[src/rtl/hkct_pkg.sv]
`default_nettype none
package hkct_pkg;

  localparam int MAX_RESULTS = 16;

  typedef enum logic [2:0] {
    ST_CHORD  = 3'd0,
    ST_EMPTY  = 3'd1,
    ST_REPEAT = 3'd2,
    ST_DUP    = 3'd3,
    ST_FULL   = 3'd4
  } status_t;

  typedef enum logic [1:0] {
    OP_HOLD,
    OP_INSERT,
    OP_DELETE,
    OP_ROTATE
  } cell_op_t;

  typedef enum logic {
    S_IDLE,
    S_EMIT
  } state_t;

  typedef struct packed {
    logic [7:0] key_code;
    logic [7:0] scan_code;
    logic [7:0] event_flags;
  } key_event_t;

  typedef struct packed {
    logic [7:0] held_code;
    logic [3:0] slot;
    logic       last_of_run;
    status_t    status;
  } result_t;

  typedef struct packed {
    logic       vld;
    logic [7:0] key;
  } cell_t;

endpackage
`default_nettype wire

[src/rtl/hkct_cell.sv]
`default_nettype none
module hkct_cell (
  input  wire logic              clk,
  input  wire logic              rst,
  input  wire hkct_pkg::cell_op_t op,
  input  wire logic [7:0]        code,
  input  wire hkct_pkg::cell_t   left,
  input  wire logic              left_lt,
  input  wire hkct_pkg::cell_t   right,
  output hkct_pkg::cell_t        cur,
  output logic                   lt,
  output logic                   eq
);

  hkct_pkg::cell_t cur_next;

  assign lt = cur.vld && (cur.key < code);
  assign eq = cur.vld && (cur.key == code);

  always_comb begin
    cur_next = cur;
    unique case (op)
      hkct_pkg::OP_HOLD: begin
        cur_next = cur;
      end
      hkct_pkg::OP_INSERT: begin
        // keep smaller codes, place the new code at the boundary, shift the rest up
        if (!lt) begin
          if (left_lt) begin
            cur_next.vld = 1'b1;
            cur_next.key = code;
          end else begin
            cur_next = left;
          end
        end
      end
      hkct_pkg::OP_DELETE: begin
        // the matching cell and all above it pull from the right
        if (cur.vld && (cur.key >= code)) begin
          cur_next = right;
        end
      end
      hkct_pkg::OP_ROTATE: begin
        cur_next = right;
      end
      default: begin
        cur_next = cur;
      end
    endcase
  end

  always_ff @(posedge clk) begin
    if (rst) begin
      cur.vld <= 1'b0;
    end else begin
      cur.vld <= cur_next.vld;
    end
    cur.key <= cur_next.key;
  end

endmodule
`default_nettype wire

[src/rtl/held_key_chord_tracker_top.sv]
`default_nettype none
// Repeat, refused press and empty-chord items: one result on the cycle after accept,
// busy stays low, so an item can be taken every cycle.
// Chord items: the cell row rotates once around in S_EMIT, emitting the held codes
// from cell 0, at most MAX_RESULTS of them; busy stays high for the whole turn,
// so no new item is taken until the turn is done.
// Synchronous reset empties the held set and forgets the previous event.
module held_key_chord_tracker_top #(
  parameter int MAX_HELD = 16
) (
  input  wire logic                 clk,
  input  wire logic                 rst,
  input  wire logic                 start,
  output logic                      busy,
  input  wire hkct_pkg::key_event_t key_event,
  output hkct_pkg::result_t         result,
  output logic                      result_strobe
);

  localparam int CW = $clog2(MAX_HELD + 1);
  localparam int IW = $clog2(MAX_HELD);
  localparam int NR = (MAX_HELD < hkct_pkg::MAX_RESULTS) ? MAX_HELD : hkct_pkg::MAX_RESULTS;

  hkct_pkg::state_t  state, state_next;
  logic [IW-1:0]     idx, idx_next;
  logic [CW-1:0]     count, count_next;
  logic [CW-1:0]     n_out;
  logic [7:0]        prev_key, prev_scan, prev_flags;
  logic              prev_valid;
  logic              prev_upd;
  hkct_pkg::result_t result_next;
  logic              result_strobe_next;
  hkct_pkg::cell_op_t op;

  hkct_pkg::cell_t   cells [MAX_HELD];
  logic [MAX_HELD-1:0] lt_vec, eq_vec, vld_vec;
  hkct_pkg::cell_t   last_right;

  logic accept, is_repeat, is_release, dup, found, full;

  genvar g;
  generate
    for (g = 0; g < MAX_HELD; g++) begin : g_cell
      hkct_pkg::cell_t left_in, right_in;
      logic            left_lt_in;
      if (g == 0) begin : g_first
        assign left_in    = '0;
        assign left_lt_in = 1'b1;
      end else begin : g_mid
        assign left_in    = cells[g-1];
        assign left_lt_in = lt_vec[g-1];
      end
      if (g == MAX_HELD - 1) begin : g_last
        assign right_in = last_right;
      end else begin : g_inner
        assign right_in = cells[g+1];
      end
      hkct_cell u_cell (
        .clk     (clk),
        .rst     (rst),
        .op      (op),
        .code    (key_event.key_code),
        .left    (left_in),
        .left_lt (left_lt_in),
        .right   (right_in),
        .cur     (cells[g]),
        .lt      (lt_vec[g]),
        .eq      (eq_vec[g])
      );
      assign vld_vec[g] = cells[g].vld;
    end
  endgenerate

  // close the ring only while emitting
  assign last_right = (op == hkct_pkg::OP_ROTATE) ? cells[0] : '0;

  assign busy       = (state == hkct_pkg::S_EMIT);
  assign accept     = start && !busy;
  assign is_repeat  = prev_valid && (prev_key == key_event.key_code) &&
                      (prev_scan == key_event.scan_code) &&
                      (prev_flags == key_event.event_flags);
  assign is_release = key_event.event_flags[7];
  assign found      = |eq_vec;
  assign dup        = found;
  assign full       = (count == CW'(MAX_HELD));
  assign n_out      = (count > CW'(NR)) ? CW'(NR) : count;

  always_comb begin
    state_next         = state;
    idx_next           = idx;
    count_next         = count;
    op                 = hkct_pkg::OP_HOLD;
    prev_upd           = 1'b0;
    result_next        = '0;
    result_strobe_next = 1'b0;
    unique case (state)
      hkct_pkg::S_IDLE: begin
        if (accept) begin
          result_next.last_of_run = 1'b1;
          if (is_repeat) begin
            result_next.status = hkct_pkg::ST_REPEAT;
            result_strobe_next = 1'b1;
          end else begin
            prev_upd = 1'b1;
            if (!is_release && dup) begin
              result_next.status = hkct_pkg::ST_DUP;
              result_strobe_next = 1'b1;
            end else if (!is_release && full) begin
              result_next.status = hkct_pkg::ST_FULL;
              result_strobe_next = 1'b1;
            end else begin
              if (is_release) begin
                if (found) begin
                  op         = hkct_pkg::OP_DELETE;
                  count_next = count - CW'(1);
                end
              end else begin
                op         = hkct_pkg::OP_INSERT;
                count_next = count + CW'(1);
              end
              if (count_next == '0) begin
                result_next.status = hkct_pkg::ST_EMPTY;
                result_strobe_next = 1'b1;
              end else begin
                state_next = hkct_pkg::S_EMIT;
                idx_next   = '0;
              end
            end
          end
        end
      end
      hkct_pkg::S_EMIT: begin
        op = hkct_pkg::OP_ROTATE;
        if (CW'(idx) < n_out) begin
          result_next.held_code   = cells[0].key;
          result_next.slot        = 4'(idx);
          result_next.last_of_run = (CW'(idx) == n_out - CW'(1));
          result_next.status      = hkct_pkg::ST_CHORD;
          result_strobe_next      = 1'b1;
        end
        // one full turn brings the row back into sorted position
        if (idx == IW'(MAX_HELD - 1)) begin
          state_next = hkct_pkg::S_IDLE;
        end else begin
          idx_next = idx + IW'(1);
        end
      end
      default: begin
        state_next = hkct_pkg::S_IDLE;
      end
    endcase
  end

  always_ff @(posedge clk) begin
    if (rst) begin
      state         <= hkct_pkg::S_IDLE;
      idx           <= '0;
      count         <= '0;
      prev_valid    <= 1'b0;
      prev_key      <= '0;
      prev_scan     <= '0;
      prev_flags    <= '0;
      result_strobe <= 1'b0;
    end else begin
      state         <= state_next;
      idx           <= idx_next;
      count         <= count_next;
      result_strobe <= result_strobe_next;
      if (prev_upd) begin
        prev_valid <= 1'b1;
        prev_key   <= key_event.key_code;
        prev_scan  <= key_event.scan_code;
        prev_flags <= key_event.event_flags;
      end
    end
    result <= result_next;
  end

`ifndef SYNTHESIS
  a_count_range: assert property (@(posedge clk) disable iff (rst)
    count <= CW'(MAX_HELD))
    else $error("held count above capacity");

  a_count_cells: assert property (@(posedge clk) disable iff (rst)
    $countones(vld_vec) == int'(count))
    else $error("valid cells disagree with held count");

  a_accept_reply: assert property (@(posedge clk) disable iff (rst)
    (start && !busy) |=> (result_strobe || busy))
    else $error("accepted item produced no result");
`endif

endmodule
`default_nettype wire

[config.mk]
export PLATFORM = sky130hd
export DESIGN_NAME = held_key_chord_tracker_top
export DESIGN_NICKNAME = d
export VERILOG_FILES = /design/src/rtl/hkct_pkg.sv /design/src/rtl/hkct_cell.sv /design/src/rtl/held_key_chord_tracker_top.sv
export SDC_FILE = /design/constraint.sdc
export NUM_CORES = 1
export LEC_CHECK = 0
export BUFFER_PORTS_ARGS = -buffer_cell sky130_fd_sc_hd__buf_2
export CELL_PAD_IN_SITES_DETAIL_PLACEMENT = 1
export CELL_PAD_IN_SITES_GLOBAL_PLACEMENT = 2
export CORE_MARGIN = 3
export CORE_UTILIZATION = 45
export CTS_BUF_LIST = sky130_fd_sc_hd__clkbuf_2 sky130_fd_sc_hd__clkbuf_4 sky130_fd_sc_hd__clkbuf_8
export DETAILED_ROUTE_END_ITERATION = 6
export GPL_TIMING_DRIVEN = 1
export PLACE_DENSITY_LB_ADDON = 0.1
export SLEW_MARGIN = 10
export SYNTH_ARGS = -nofsm -noshare
export SYNTH_HDL_FRONTEND = slang
export SYNTH_SLANG_ARGS = --single-unit
[constraint.sdc]
create_clock -name clk -period 11.6 [get_ports clk]
set_input_delay 3.48 -clock clk [delete_from_list [all_inputs] [get_ports clk]]
set_output_delay 3.48 -clock clk [all_outputs]
set_load 0.02 [all_outputs]
==> metrics.txt <==
Skew-Pair Late Insertion Delay=0.52 ns; nets=1591; outcome=finished, final reports clean; RSZ-0062 raised after global routing=false; Rows=61; Post-CTS Resized=0; # setup viols final=0; setup_tns=0 ns; PwrDens=161 nW/um^2; Cell Area, Synth=13100 sq um; initial core utilization=46.3%; Starting DRT DRC Count=832; syn_nets=1580; final worst path period need=8.43 ns; Multi-input gate area=7310 sq um; cell count after synthesis=1416; diode count=0; Post-CTS Setup Inserts=0; I/O pin count=45; CTS Hold Bufs=0; top cells by area, synth=edfxtp_1 (29%), ha_1 (13%), dfxtp_1 (10%); DRT Pass-1 Iters=5; GRT Residual Overflow=0; Max-cap violations=0; Yosys top cell by area=edfxtp_1; WP data required=12.01 ns; Worst-Margin Slew=1.12 ns; FF-to-FF path depth=11; CP Max Fanout=15; Syn Area/Cell=9.24 sq um; first-pass GRT wire length=65300 um; vias=10700; relative slew slack=25.6%; crit end category=flip-flop; asr flop ratio synth=0%; Worst Hold Class=reg -> reg; final hold vios=0; fraction of layout cells with a size suffix above 1=8.89%; vias in the first global route=11100; Primary FF master, synth=edfxtp_1; clock root cell=clkbuf_8; DRC violations left=0; Placer Congestion=0.849; TritonCTS clock tree=yes; WS Path Type=in -> reg; Post-Route Utilization=49.6%; post-synth top area share=29.4%; post-detail-place hpwl=30300 um; Layout area overhead=7.03%; number of enable flip-flop cells after synthesis=128; LEAKAGE=0.00553 uW; GR Util All Layers=27.4%; final period utilization=72.6%; die area=31100 sq um; Seq/Total Area, Yosys=39.8%; distinct cell type count after synthesis=72; crit path DAT=8.84 ns; initial antenna violation count=1; hold depth=2; core area=28200 sq um; count of pins over their slew limit=0; Hold WS=0.511 ns; IO Port Bufs=44; fill count=3299; Via density=5.91; Chip Height=176 um; fmax=0.119 GHz; Synth warnings=0; crit start category=input pin; final wirelength=42200 um; register cell area after layout=5200 sq um; post-route antenna net violation count=0; maximum root-to-sink buffer count=2; clock-pin slew on the worst setup and hold paths=0.11 ns; Clock Sinks=196; Worst Skew=0.0204 ns; largest net degree at the start of global routing=139; DR WL/cell=23.2 um; cts bufs inserted=17; worst vdd ir=0.0000777 V; post-synthesis register bit count=196; chip width=176 um; htree depth=4
-- synthesized netlist by cell type, types with 3 or more instances --
| cell | count |
|---|---|
| nand2_1 | 169 |
| nor2_1 | 141 |
| ha_1 | 137 |
| edfxtp_1 | 128 |
| a21oi_1 | 120 |
| mux2i_1 | 95 |
| o21ai_1 | 93 |
| dfxtp_1 | 68 |
| o21ai_0 | 45 |
| clkbuf_1 | 44 |
| inv_1 | 40 |
| nand4_1 | 35 |
| a21o_1 | 23 |
| nor2b_1 | 22 |
| nand3_1 | 18 |
| xnor2_1 | 18 |
| nor3_1 | 16 |
| and2_1 | 13 |
| buf_6 | 13 |
| o21a_1 | 13 |
| nand2b_1 | 12 |
| xor2_1 | 11 |
| a311oi_1 | 10 |
| buf_2 | 10 |
| o211ai_1 | 10 |
| o31ai_1 | 10 |
| buf_1 | 8 |
| clkinv_1 | 8 |
| a22oi_1 | 7 |
| nor4_1 | 7 |
| a211oi_1 | 5 |
| o21ai_2 | 5 |
| a32oi_1 | 4 |
| or2_2 | 4 |
| a2111oi_0 | 3 |
| a31oi_1 | 3 |
| o41ai_1 | 3 |
| or3_1 | 3 |
-- cell usage in the layout, fill, tap and decap left out, types with 4 or more instances in the layout --
cell | synthesis | final
nand2_1 | 169 | 169
nor2_1 | 141 | 141
ha_1 | 137 | 137
edfxtp_1 | 128 | 128
a21oi_1 | 120 | 120
mux2i_1 | 95 | 95
o21ai_1 | 93 | 94
dfxtp_1 | 68 | 68
o21ai_0 | 45 | 44
buf_2 | 10 | 44
inv_1 | 40 | 40
nand4_1 | 35 | 35
buf_4 | 2 | 24
a21o_1 | 23 | 23
nor2b_1 | 22 | 22
nand3_1 | 18 | 18
xnor2_1 | 18 | 18
clkbuf_8 | 0 | 18
nor3_1 | 16 | 16
and2_1 | 13 | 13
nand2b_1 | 12 | 12
o21a_1 | 13 | 12
xor2_1 | 11 | 11
o211ai_1 | 10 | 10
o31ai_1 | 10 | 10
a311oi_1 | 10 | 10
clkinv_1 | 8 | 8
a22oi_1 | 7 | 7
o21ai_2 | 5 | 5
a211oi_1 | 5 | 5
nor4_1 | 7 | 4
a32oi_1 | 4 | 4
or2_2 | 4 | 4
inv_8 | 0 | 4
-- layer usage --
| layer | track usage, % | vias up | routed length, um |
|---|---|---|---|
| met5 | 0 | - | 13 |
| met3 | 4.62 | 67 | 2170 |
| met1 | 37.9 | 5279 | 19500 |
| met4 | 9.00 | 2 | 1080 |
| met2 | 43.8 | 221 | 19400 |
| li1 | - | 5178 | - |
-- cell type report --
type | instances | share of cell area, %
repair buffers | 69 | 3.00
clock inverters | 14 | 1.16
multi-input cells | 1095 | 52.2
clock buffers | 18 | 1.77
inverters | 48 | 1.29
well taps | 378 | 3.38
flip-flops and latches | 196 | 37.2
-- state kept, by name, indices dropped and copies added (netlist names) --
register           flops
busy                   1
count                  5
g_cell.u_cell.cur    144
idx                    4
prev_flags             8
prev_key               8
prev_scan              8
prev_valid             1
result                16
result_strobe          1
-- path summary, 6_finish.rpt --
kind	from	end	slack, ns
worst max register to register	g_cell[1].u_cell.cur[5]	g_cell[1].u_cell.cur[8]	6.85
worst max-delay path	key_event[20]	g_cell[1].u_cell.cur[8]	3.17
worst min-delay path	prev_valid	prev_valid	0.51
worst min register to register	prev_valid	prev_valid	0.51
-- where the power goes --
group	switching (uW)	internal, uW	total (uW)	leakage [uW]
combinational	436	280	715	0.00352
clock	290	187	477	0.000212
sequential	147	919	1070	0.00179
total	872	1390	2260	0.00553
-- per-stage QoR --
stage | total power (uW) | cells | setup slack [ns] | instance area, sq um
2_1_floorplan | 1530 | 1416 | 4.18 | 13100
3_3_place_gp | 1770 | 1784 | 2.89 | 13600
3_5_place_dp | 1790 | 1784 | 2.68 | 13600
4_1_cts | 2270 | 1816 | 3.14 | 14000
5_1_grt | 2400 | 1818 | 2.80 | 14000
6_report | 2260 | 1818 | 3.17 | 14000
-- logic make-up after synthesis --
group	share of synthesized area, %
flip-flops	39.8
AO/OA/AOI/OAI	17.4
XOR/XNOR	2.07
buffers and inverters	4.49
adder cells (fa/ha/maj)	13.1
AND/OR/NAND/NOR	15.7
multiplexers	7.44
-- critical path, cell delays in order --
cell and delay (ns):
buf_2 0.34, clkinv_1 0.46, buf_4 0.38, ha_1 0.33, nand4_1 0.16, nor2_1 0.10
a2111oi_0 0.58, nand4_1 0.49, nor4_4 0.91, buf_4 0.32, nand2_1 0.07, a32oi_1 0.80
nor2_1 0.11, a311oi_1 0.28
(Power assumes the default switching activity.)
